## src/rtl/core/ipb_pkg.sv

```systemverilog
// Shared types, constants and a helper function of the pixel binning core.
package ipb_pkg;

  localparam int unsigned DEF_MAX_WIDTH  = 4096;
  localparam int unsigned DEF_MAX_FACTOR = 64;
  localparam int unsigned DEF_PIXEL_BITS = 32;

  localparam int unsigned PIX_W        = 32;
  localparam int unsigned ACC_W        = 44;
  localparam int unsigned PRS_W        = 38;
  localparam int unsigned CFG_IDX_W    = 3;
  localparam int unsigned CFG_DATA_W   = 13;
  localparam int unsigned FACTOR_REG_W = 7;
  localparam int unsigned SIZE_REG_W   = 13;
  localparam int unsigned PWID_REG_W   = 2;

  localparam logic [PWID_REG_W-1:0] PW_8BIT  = 2'd0;
  localparam logic [PWID_REG_W-1:0] PW_16BIT = 2'd1;

  typedef enum logic [CFG_IDX_W-1:0] {
    CFG_X_FACTOR     = 3'd0,
    CFG_Y_FACTOR     = 3'd1,
    CFG_MODE         = 3'd2,
    CFG_PIXEL_WIDTH  = 3'd3,
    CFG_IMAGE_WIDTH  = 3'd4,
    CFG_IMAGE_HEIGHT = 3'd5
  } cfg_idx_t;

  typedef enum logic [1:0] {
    DIV_COL,
    DIV_LINE,
    DIV_MEAN
  } div_sel_t;

  typedef enum logic [3:0] {
    ST_IDLE,
    ST_COL_GO,
    ST_COL_WAIT,
    ST_LIN_GO,
    ST_LIN_WAIT,
    ST_EVAL,
    ST_CHK,
    ST_ACC,
    ST_MEAN_GO,
    ST_MEAN_WAIT,
    ST_EMIT,
    ST_ADV
  } state_t;

  typedef struct packed {
    logic     latch;
    logic     div_go;
    div_sel_t div_sel;
    logic     cap_col;
    logic     eval;
    logic     rd;
    logic     acc;
    logic     emit;
    logic     adv;
  } cmd_t;

  typedef struct packed {
    logic div_busy;
    logic bin_full;
    logic emit_bin;
    logic mean;
    logic out_free;
  } sts_t;

  // Mask of the pixel bits that the selected pixel type holds.
  function automatic logic [PIX_W-1:0] type_mask(input logic [PWID_REG_W-1:0] pw,
                                                 input int unsigned pbits);
    int unsigned b;
    b = (pw == PW_8BIT) ? 8 : (pw == PW_16BIT) ? 16 : 32;
    if (b > pbits) b = pbits;
    return {PIX_W{1'b1}} >> (PIX_W - b);
  endfunction

endpackage

```

## src/rtl/core/ipb_ctrl.sv

```systemverilog
// Controller state machine that sequences one pixel through the datapath.
module ipb_ctrl (
  input  logic          clk,
  input  logic          rst_n,
  input  logic          in_valid,
  output logic          in_stall,
  input  ipb_pkg::sts_t sts,
  output ipb_pkg::cmd_t cmd
);

  ipb_pkg::state_t state_r, state_nxt;

  always_comb begin
    state_nxt = state_r;
    unique case (state_r)
      ipb_pkg::ST_IDLE:      if (in_valid) state_nxt = ipb_pkg::ST_COL_GO;
      ipb_pkg::ST_COL_GO:    state_nxt = ipb_pkg::ST_COL_WAIT;
      ipb_pkg::ST_COL_WAIT:  if (!sts.div_busy) state_nxt = ipb_pkg::ST_LIN_GO;
      ipb_pkg::ST_LIN_GO:    state_nxt = ipb_pkg::ST_LIN_WAIT;
      ipb_pkg::ST_LIN_WAIT:  if (!sts.div_busy) state_nxt = ipb_pkg::ST_EVAL;
      ipb_pkg::ST_EVAL:      state_nxt = ipb_pkg::ST_CHK;
      ipb_pkg::ST_CHK: begin
        state_nxt = sts.bin_full ? ipb_pkg::ST_ACC : ipb_pkg::ST_ADV;
      end
      ipb_pkg::ST_ACC: begin
        priority if (!sts.emit_bin) state_nxt = ipb_pkg::ST_ADV;
        else if (sts.mean)          state_nxt = ipb_pkg::ST_MEAN_GO;
        else                        state_nxt = ipb_pkg::ST_EMIT;
      end
      ipb_pkg::ST_MEAN_GO:   state_nxt = ipb_pkg::ST_MEAN_WAIT;
      ipb_pkg::ST_MEAN_WAIT: if (!sts.div_busy) state_nxt = ipb_pkg::ST_EMIT;
      ipb_pkg::ST_EMIT:      if (sts.out_free) state_nxt = ipb_pkg::ST_ADV;
      ipb_pkg::ST_ADV:       state_nxt = ipb_pkg::ST_IDLE;
      default:               state_nxt = ipb_pkg::ST_IDLE;
    endcase
  end

  always_comb begin
    cmd         = '0;
    cmd.div_sel = ipb_pkg::DIV_COL;
    in_stall    = 1'b1;
    unique case (state_r)
      ipb_pkg::ST_IDLE: begin
        in_stall  = 1'b0;
        cmd.latch = in_valid;
      end
      ipb_pkg::ST_COL_GO:    cmd.div_go = 1'b1;
      ipb_pkg::ST_COL_WAIT:  cmd.cap_col = !sts.div_busy;
      ipb_pkg::ST_LIN_GO: begin
        cmd.div_go  = 1'b1;
        cmd.div_sel = ipb_pkg::DIV_LINE;
      end
      ipb_pkg::ST_LIN_WAIT:  cmd.div_sel = ipb_pkg::DIV_LINE;
      ipb_pkg::ST_EVAL:      cmd.eval = 1'b1;
      ipb_pkg::ST_CHK:       cmd.rd = sts.bin_full;
      ipb_pkg::ST_ACC:       cmd.acc = 1'b1;
      ipb_pkg::ST_MEAN_GO: begin
        cmd.div_go  = 1'b1;
        cmd.div_sel = ipb_pkg::DIV_MEAN;
      end
      ipb_pkg::ST_MEAN_WAIT: cmd.div_sel = ipb_pkg::DIV_MEAN;
      ipb_pkg::ST_EMIT: begin
        cmd.div_sel = ipb_pkg::DIV_MEAN;
        cmd.emit    = sts.out_free;
      end
      ipb_pkg::ST_ADV:       cmd.adv = 1'b1;
      default: ;
    endcase
  end

  always_ff @(posedge clk) begin
    if (!rst_n) begin
      state_r <= ipb_pkg::ST_IDLE;
    end else begin
      state_r <= state_nxt;
    end
  end

endmodule

```

## config.mk

```make
export PLATFORM = sky130hd
export DESIGN_NAME = ipb_ctrl
export DESIGN_NICKNAME = d
export VERILOG_FILES = /design/src/rtl/core/ipb_pkg.sv /design/src/rtl/core/ipb_ctrl.sv
export SDC_FILE = /design/constraint.sdc
export NUM_CORES = 1
export LEC_CHECK = 0
export ABC_CLOCK_PERIOD_IN_PS = 1900
export BUFFER_PORTS_ARGS = -buffer_cell sky130_fd_sc_hd__clkbuf_2
export CAP_MARGIN = 25
export CORE_AREA = 2 2 39 41
export DETAILED_ROUTE_END_ITERATION = 12
export DIE_AREA = 0 0 41 43
export PLACE_DENSITY_LB_ADDON = 0.08
export SLEW_MARGIN = 0
export SYNTH_ARGS = -nofsm -noshare
export SYNTH_HDL_FRONTEND = slang
export SYNTH_SLANG_ARGS = --single-unit
```

## constraint.sdc

```tcl
create_clock -name clk -period 1.9 [get_ports clk]
set_input_delay 0.095 -clock clk [delete_from_list [all_inputs] [get_ports clk]]
set_output_delay 0.095 -clock clk [all_outputs]
set_load 0.01 [all_outputs]
```

==> reports/qor.yml, run 1 <==
finish:
  fin_nets: 83
  final_util_pct: 34.99
  synthToLayoutAreaGrowth_pct: 26.06
  largest_reg_flops: 4
  top_regs: "state_r x4"
  top_register: "state_r"
  antenna_cells: 0
  final_layout_size_suffix_gt1_share_pct: 31.51
timing:
  rsz0062_at_grt: "false"
  setup_viol: 0
  timing.final.crit_share_pct: 78.80
  tightest_slew_ns: 0.4770
  relSlewSlack_pct: 68.16
  layout_min_cycle_time_ns: 1.497
  finalHoldViolCount: 0
  max_freq_ghz: 0.6679
  skew_ns: 0.004675
  finalSetupTns_ns: 0
  drv_slew: 0
die:
  num_rows: 14
  dieWidth_um: 41
  die_h_um: 43
  die-area_um2: 1763
  start_util_pct: 27.76
  ios: 19
  core_area_um2: 1384
pwr:
  p_leak_nw: 0.2433
  irDropWorstVdd_v: 0.0005925
  total_power_uw: 411.3
  p_per_area_nw_per_um2: 849.4
synthesis:
  syn_nets: 64
  synth-seq-area-share_pct: 20.85
  yosys_warnings: 0
  synth_cell_types: 25
  async_reset_ff_share_pct: 0
  synth_edf_count: 0
  syn_avg_cell_area_um2: 6.859
  synth-seq-cells: 4
  syn_area_um2: 384.1
  synth_ff_type: "dfxtp_1"
  netlist_instances: 56
setup_path:
  worst_path_max_delay_cell: "dfxtp_1"
  critPathCaptureType: "output pin"
  path_cells: "nand2_1 > nor2_1 > a21oi_1 > nor2_1 > clkbuf_2"
  crit_start: "state_r[1]"
  required_ns: 1.80
  start_kind: "flop"
  r2r_slack_ns: 0.50
  worstPathArrival_ns: 1.40
  crit_top_cell: "nor2_1"
  reg2reg_from: "state_r[2]"
  slowest_delay_ns: 0.55
  r2r-end: "state_r[1]"
  cp_max_fo: 12
  crit_type: "reg2out"
  reg2reg_depth: 4
clock_tree:
  post_cts_resize_count: 0
  clock_path_buffers: 2
  cts_hold_buf: 0
  numClockSinks: 4
  cts_setup_buffers: 0
  h-tree-depth: 1
  insertion_delay_ns: 0.23
  cts_tree: "yes"
  clk_pin_slew_ns: 0.04
  root_buffer: "clkbuf_4"
  numCtsBuffers: 3
global_routing:
  grt_max_degree: 15
  grt_usage_pct: 12.12
  overflow: 0
  grt_pass1_wl_um: 1428
  antenna_found_initial: 0
  grt_pass1_vias: 338
detailed_routing:
  viasPerCell: 4.809
  drtIter0Drc: 7
  ant_nets: 0
  wire_per_inst_um: 10.30
  route.vias.total: 428
  firstDrtPassIters: 4
  drt-total-wl_um: 917
  drc: 0
place:
  hpwl_um: 715.5
  io_buffers: 18
  place_congestion: 0.6995
worst_hold_path:
  holdPathStages: 3
  min_to: "state_r[0]"
  hold_path_class: "in2reg"
  hold_start: "sts[4]"
outcome:
  status: "finished clean"
run:
  drv_cap: 0
stage by stage:
stage | instance area (um2) | setup slack [ns] | hold WS [ns] | cells
after floorplan | 384.1 | 0.7905 | 0.2125 | 56
final | 484.2 | 0.4028 | 0.1036 | 89
after CTS | 484.2 | 0.3742 | 0.1025 | 89
after global placement | 461.7 | 0.5448 | 0.3575 | 86
after detailed placement | 461.7 | 0.5107 | 0.3467 | 86
after global routing | 484.2 | 0.2441 | 0.1196 | 89
per-layer routing:
metal | part of all wire (%) | GRT usage (%) | up-vias
li1 | - | - | 230
met4 | 0 | 2.000 | 0
met2 | 42 | 14.69 | 22
met5 | 0 | 0 | -
met3 | 9.7 | 7.853 | 0
met1 | 49 | 17.89 | 176
critical path: cells and delay by family (launching register included):
kind | cells | cell delay [ns]
buffers and inverters | 1 | 0.14
DFF | 1 | 0.55
and+or+nand+nor | 3 | 0.43
AOI/OAI and AO/OA | 1 | 0.06
area by class of cell:
| class | count | area (um2) |
|---|---|---|
| fillers | 159 | 899.6 |
| well taps | 16 | 20.02 |
| multi-input cells | 45 | 260.3 |
| repair buffers | 18 | 90.09 |
| clock buffers | 3 | 22.52 |
| flip-flops and latches | 4 | 80.08 |
| inverters | 3 | 11.26 |
Yosys cell counts (all sizes together) (2+ instances only):
cell / n / area, um2
nor2: 10 / 37.54
nand2: 8 / 30.03
a21oi: 5 / 25.02
dfxtp: 4 / 80.08
buf: 3 / 27.52
inv: 3 / 11.26
o21ai: 3 / 15.01
and3: 2 / 12.51
mux2i: 2 / 20.02
nand2b: 2 / 15.02
nand3: 2 / 10.01
nor3b: 2 / 15.01
where the power goes:
group | leakage, nW | switching, mW | total (mW) | internal, mW
sequential | 0.0327 | 0.0432 | 0.142 | 0.0988
clock | 0.0138 | 0.0314 | 0.102 | 0.0704
combinational | 0.197 | 0.0861 | 0.168 | 0.0816
logic make-up after synthesis:
family                    Yosys count  share of synthesized area, %
DFF                                 4                         20.85
muxes                               2                         5.212
and+or+nand+nor                    31                         42.02
AOI/OAI and AO/OA                  11                         18.24
xor gates and xnor gates            1                         2.281
buffers and inverters               7                         11.40
worst max-delay path by stage:
| stage | endpoint |
|---|---|
| detailed placement | state_r[1] |
| CTS | cmd[6] |
| finish | cmd[6] |
| global placement | state_r[1] |
| global route | cmd[6] |
| floorplan | state_r[1] |
layout by cell type, fill, tap and decap left out, drive strengths merged:
master,instances
mux2i,2
inv,3
or3,1
a31oi,1
and3,2
clkbuf,21
and4bb,1
nor2,10
o21ai,3
and4b,1
xor2,1
o21a,1
nand2,8
o32ai,1
nor3b,2
nor3,1
nand3,2
and2b,1
dfxtp,4
a21oi,5
nand2b,2
Power figures use the tool's default switching activity.
==> run 2, diff against run 1 <==
--- a/config.mk
+++ b/config.mk
@@ -5,7 +5,7 @@
 export SDC_FILE = /design/constraint.sdc
 export NUM_CORES = 1
 export LEC_CHECK = 0
-export ABC_CLOCK_PERIOD_IN_PS = 1900
+export ABC_CLOCK_PERIOD_IN_PS = 1500
 export BUFFER_PORTS_ARGS = -buffer_cell sky130_fd_sc_hd__clkbuf_2
 export CAP_MARGIN = 25
 export CORE_AREA = 2 2 39 41
==> constraint.sdc (replaced) <==
create_clock -name clk -period 1.5 [get_ports clk]
set_input_delay 0.075 -clock clk [delete_from_list [all_inputs] [get_ports clk]]
set_output_delay 0.075 -clock clk [all_outputs]
set_load 0.01 [all_outputs]
==> reports/qor.yml, run 2 (synthesis gave the netlist of run 1 again) <==
outcome:
  status: "finished clean"
finish:
  final_common_cell: "clkbuf_2"
  final_cell_mix: "clkbuf_2, nor2_1, nand2_1, a21oi_1"
  top_regs: "state_r x4"
  top_register: "state_r"
  final_layout_size_suffix_gt1_share_pct: 36.49  # +5.0 points
  fin_nets: 84  # +1.2%
  final_design_area_no_fill_um2: 495.5  # +2.3%
  final_util_pct: 35.80  # +0.81 points
  antenna_cells: 0  # unchanged
  fillCellCount: 164  # +3.1%
  synthToLayoutAreaGrowth_pct: 28.99
  instances_no_fill: 90  # +1.1%
  largest_reg_flops: 4  # unchanged
clock_tree:
  cts_tree: "yes"
  clk_pin_slew_ns: 0.04  # about the same
  clock_path_buffers: 2  # unchanged
  insertion_delay_ns: 0.24  # about the same
  root_buffer: "clkbuf_4"
  h-tree-depth: 1  # unchanged
  cts_hold_buf: 0  # unchanged
  numCtsBuffers: 3  # unchanged
  numClockSinks: 4  # unchanged
  cts_setup_buffers: 0  # unchanged
detailed_routing:
  drc: 0  # unchanged
  wire_per_inst_um: 10.76  # +4.4%
  drtIter0Drc: 7  # unchanged
  drt-total-wl_um: 968  # +5.6%
  ant_nets: 0  # unchanged
  route.vias.total: 422  # -1.4%
  viasPerCell: 4.689  # -2.5%
  firstDrtPassIters: 3  # -1
timing:
  final.setup.worst_slack_ns: 0.1535  # -0.2492 ns
  setup_viol: 0  # unchanged
  relSlewSlack_pct: 72.34  # +4.2 points
  timing.final.crit_share_pct: 89.76
  hold_slack_ns: 0.07226  # -0.03135 ns
  finalHoldViolCount: 0  # unchanged
  finalSetupTns_ns: 0  # unchanged
  layout_min_cycle_time_ns: 1.346
  skew_ns: 0.007150  # +0.002474 ns
  rsz0062_at_grt: "false"
  tightest_slew_ns: 0.4143  # -0.06267 ns
  max_freq_ghz: 0.7427
  drv_slew: 0  # unchanged
global_routing:
  antenna_found_initial: 0  # unchanged
  grt_pass1_vias: 327  # -3.3%
  grt_max_degree: 13  # -2
  grt_pass1_wl_um: 1476  # +3.4%
  grt_usage_pct: 13.25  # +1.1 points
  overflow: 0  # unchanged
setup_path:
  critPathCaptureType: "output pin"
  path_depth: 3  # -2
  path_cells: "nand2b_1 > nor3b_1 > clkbuf_2"
  required_ns: 1.42  # -0.38 ns
  worst_path_max_delay_cell: "dfxtp_1"
  start_kind: "flop"
  path_buf_inv: 1  # unchanged
  cp_max_fo: 12  # unchanged
  slowest_delay_ns: 0.42  # -0.13 ns
  path_delay_family: "simple AND/OR/NAND/NOR gates"
  reg2reg_depth: 4  # unchanged
  worstPathArrival_ns: 1.27  # -0.13 ns
  crit_type: "reg2out"
place:
  postPlaceCellArea_um2: 469.2  # +1.6%
  dp_cells: 87  # +1.2%
  preCtsSetupSlack_ns: 0.1445  # -0.3663 ns
  io_buffers: 18  # unchanged
  hpwl_um: 756.7  # +5.8%
  place_congestion: 0.7367  # +5.3%
worst_hold_path:
  hold_path_class: "in2reg"
  holdPathStages: 3  # unchanged
die:
  die_h_um: 43  # unchanged
  num_rows: 14  # unchanged
  core_area_um2: 1384  # unchanged
  die-area_um2: 1763  # unchanged
  start_util_pct: 27.76  # unchanged
  dieWidth_um: 41  # unchanged
  ios: 19  # unchanged
pwr:
  total_power_uw: 538.0  # +31%
  p_per_area_nw_per_um2: 1086  # +28%
  p_leak_nw: 0.2499  # +2.7%
  irDropWorstVdd_v: 0.0004692  # -21%
run:
  drv_cap: 0  # unchanged
-- run 2: changes by cell type in the layout (fill, tap and decap cells not counted), sizes merged --
| cell | delta |
|---|---|
| buf | +1 |
-- run 2: worst min-delay path, delay by kind of cell --
kind                   cells  cell delay [ns]
buffers and inverters      1             0.09
AND/OR/NAND/NOR            1             0.05
AO/OA/AOI/OAI              1             0.05
-- run 2: final timing paths --
path | slack [ns] | startpoint | to
worst max-delay path | 0.15 | state_r[3] | cmd[4]
worst min-delay path | 0.07 | sts[4] | state_r[0]
worst max register to register | 0.15 | state_r[3] | state_r[1]
worst min register to register | 0.56 | state_r[1] | state_r[1]
-- run 2: area by class of cell --
cell class | instances | area, um2 | area share [%]
flip-flops and latches | 4 | 83.83 | 16.92
multi-input cells | 45 | 260.3 | 52.53
repair buffers | 19 | 97.59 | 19.70
inverters | 3 | 11.26 | 2.273
clock buffers | 3 | 22.52 | 4.545
well taps | 16 | 20.02 | 4.040
-- run 2: report_power, final --
| part | total (mW) | internal (mW) | switching [mW] |
|---|---|---|---|
| Combinational | 0.220 | 0.107 | 0.113 |
| Clock | 0.136 | 0.0896 | 0.0465 |
| Sequential | 0.182 | 0.129 | 0.0524 |
| Total | 0.538 | 0.326 | 0.212 |
-- run 2: timing repair --
action                     in CTS  in global routing
hold endpoints to repair        0                  0
setup endpoints to repair       1                  5
resized for setup               1                  2
-- run 2: metal layers --
layer / global-route usage, % / part of all wire [%] / vias up
met2: 16.88 / 43 / 18
met5: 0 / 0 / -
met3: 7.853 / 8.7 / 2
li1: - / - / 227
met4: 6.000 / 1.8 / 0
met1: 17.36 / 46 / 175
==> run 3, diff against run 2 <==
--- a/config.mk
+++ b/config.mk
@@ -5,12 +5,13 @@
 export SDC_FILE = /design/constraint.sdc
 export NUM_CORES = 1
 export LEC_CHECK = 0
-export ABC_CLOCK_PERIOD_IN_PS = 1500
+export ABC_CLOCK_PERIOD_IN_PS = 1700
 export BUFFER_PORTS_ARGS = -buffer_cell sky130_fd_sc_hd__clkbuf_2
 export CAP_MARGIN = 25
-export CORE_AREA = 2 2 39 41
+export CELL_PAD_IN_SITES_DETAIL_PLACEMENT = 0
+export CELL_PAD_IN_SITES_GLOBAL_PLACEMENT = 2
+export CORE_UTILIZATION = 22
 export DETAILED_ROUTE_END_ITERATION = 12
-export DIE_AREA = 0 0 41 43
 export PLACE_DENSITY_LB_ADDON = 0.08
 export SLEW_MARGIN = 0
 export SYNTH_ARGS = -nofsm -noshare
==> constraint.sdc (replaced) <==
create_clock -name clk -period 1.7 [get_ports clk]
set_input_delay 0.085 -clock clk [delete_from_list [all_inputs] [get_ports clk]]
set_output_delay 0.085 -clock clk [all_outputs]
set_load 0.01 [all_outputs]
==> reports/qor.yml, run 3 (synthesis gave the netlist of run 1 again) <==
global_routing:
  grt_pass1_vias: 368  # +13%
  antenna_found_initial: 0  # unchanged
  overflow: 0  # unchanged
  grt_max_degree: 15  # +2
  grt_usage_pct: 11.44  # -1.8 points
  grt_pass1_wl_um: 1580  # +7.0%
setup_path:
  critPathCaptureType: "output pin"
  crit_top_cell: "nor2_1"
  required_ns: 1.62  # +0.20 ns
  start_kind: "flop"
  cp_max_fo: 12  # unchanged
  worst_path_max_delay_cell: "dfxtp_1"
  path_cells: "nand2_1 > nor2_1 > a21oi_1 > nor2_1 > clkbuf_2"
  path_buf_inv: 1  # unchanged
  cp-endpoint: "cmd[6]"
  path_depth: 5  # +2
  r2r-end: "state_r[1]"
  reg2reg_depth: 4  # unchanged
  r2r_slack_ns: 0.27  # +0.12 ns
  slowest_delay_ns: 0.55  # +0.13 ns
  path_delay_family: "flip-flops"
  crit_start: "state_r[1]"
  reg2reg_from: "state_r[2]"
  crit_type: "reg2out"
  worstPathArrival_ns: 1.44  # +0.17 ns
die:
  core_area_um2: 1577  # +14%
  ios: 19  # unchanged
  dieWidth_um: 43.79  # +6.8%
  num_rows: 14  # unchanged
  start_util_pct: 24.37  # -3.4 points
  die_h_um: 43.79  # +1.8%
  die-area_um2: 1917  # +8.7%
outcome:
  status: "complete, but fails checks"
  violations: "DRC"
detailed_routing:
  drtIter0Drc: 14  # +7
  ant_nets: 0  # unchanged
  drt-total-wl_um: 1014  # +4.8%
  route.vias.total: 437  # +3.6%
  drc: 2  # +2
  wire_per_inst_um: 11.39  # +5.9%
  viasPerCell: 4.910  # +4.7%
  firstDrtPassIters: 8  # +5
clock_tree:
  root_buffer: "clkbuf_4"
  cts_setup_buffers: 0  # unchanged
  numCtsBuffers: 3  # unchanged
  clk_pin_slew_ns: 0.04  # about the same
  post_cts_resize_count: 0  # -1
  cts_tree: "yes"
  h-tree-depth: 1  # unchanged
  numClockSinks: 4  # unchanged
  insertion_delay_ns: 0.24  # about the same
  clock_path_buffers: 2  # unchanged
  cts_hold_buf: 0  # unchanged
finish:
  fillCellCount: 178  # +8.5%
  fin_nets: 83  # -1.2%
  final_layout_size_suffix_gt1_share_pct: 31.51  # -5.0 points
  final_design_area_no_fill_um2: 484.2  # -2.3%
  top_regs: "state_r x4"
  final_cell_mix: "clkbuf_2, nor2_1, nand2_1, a21oi_1, dfxtp_1"
  largest_reg_flops: 4  # unchanged
  top_register: "state_r"
  antenna_cells: 0  # unchanged
  synthToLayoutAreaGrowth_pct: 26.06
  final_common_cell: "clkbuf_2"
place:
  postPlaceCellArea_um2: 461.7  # -1.6%
  io_buffers: 18  # unchanged
  hpwl_um: 750.4  # -0.83%
  place_congestion: 0.7033  # -4.5%
pwr:
  p_per_area_nw_per_um2: 977.0  # -10%
  p_leak_nw: 0.2433  # -2.6%
  irDropWorstVdd_v: 0.0003044  # -35%
timing:
  rsz0062_at_grt: "false"
  relSlewSlack_pct: 68.76  # -3.6 points
  finalSetupTns_ns: 0  # unchanged
  setup_viol: 0  # unchanged
  hold_slack_ns: 0.1051  # +0.03283 ns
  finalHoldViolCount: 0  # unchanged
  drv_slew: 0  # unchanged
  max_freq_ghz: 0.6564
  layout_min_cycle_time_ns: 1.523
  tightest_slew_ns: 0.4680  # +0.05368 ns
  skew_ns: 0.004264  # -0.002886 ns
  timing.final.crit_share_pct: 89.62
worst_hold_path:
  hold_path_class: "in2reg"
run:
  drv_cap: 0  # unchanged
run 3: how the worst min path moves through the flow:
stage,from,end,slack (ns),depth (start not counted)
detailed placement,sts[4],state_r[0],0.35,3
floorplan,rst_n,state_r[3],0.20,1
finish,sts[4],state_r[0],0.11,3
global placement,sts[4],state_r[0],0.35,3
CTS,sts[4],state_r[0],0.11,3
global route,sts[4],state_r[0],0.13,3
run 3: worst register-to-register path, delay by kind of cell (launching register included):
family | cells | cell delay, ns
compound gates | 2 | 0.27
flops | 1 | 0.60
mux | 1 | 0.14
simple gates | 1 | 0.29
run 3: cell type report:
| cell class | count | area (um2) | share of cell area [%] |
|---|---|---|---|
| sequential | 4 | 80.08 | 16.54 |
| clock buffer | 3 | 22.52 | 4.651 |
| multi-input combinational | 45 | 260.3 | 53.75 |
| timing repair buffer | 18 | 90.09 | 18.60 |
| tap | 16 | 20.02 | 4.134 |
| inverter | 3 | 11.26 | 2.326 |
run 3: routing by layer:
layer  global-route usage, %  up-vias  share of wire, %
li1                        -      226                 -
met1                   15.71      191                47
met2                   15.82       18                45
met3                   2.500        2               7.0
met4                   7.500        0               1.3
met5                       0        -                 0
run 3: power breakdown:
part | internal, mW | switching [mW]
clock | 0.0792 | 0.0416
sequential | 0.110 | 0.0496
combinational | 0.0912 | 0.101
total | 0.281 | 0.192
run 3: through the flow:
step                power [mW]  setup WS [ns]  utilization, %  instances
floorplan               0.3037         0.5905               -         56
global placement        0.3616         0.3490           29.29         86
detailed placement      0.3561         0.2961           29.29         86
CTS                     0.4794         0.1592           30.71         89
global route            0.5044        0.05034           30.71         89
finish                  0.4731         0.1765           30.71         89
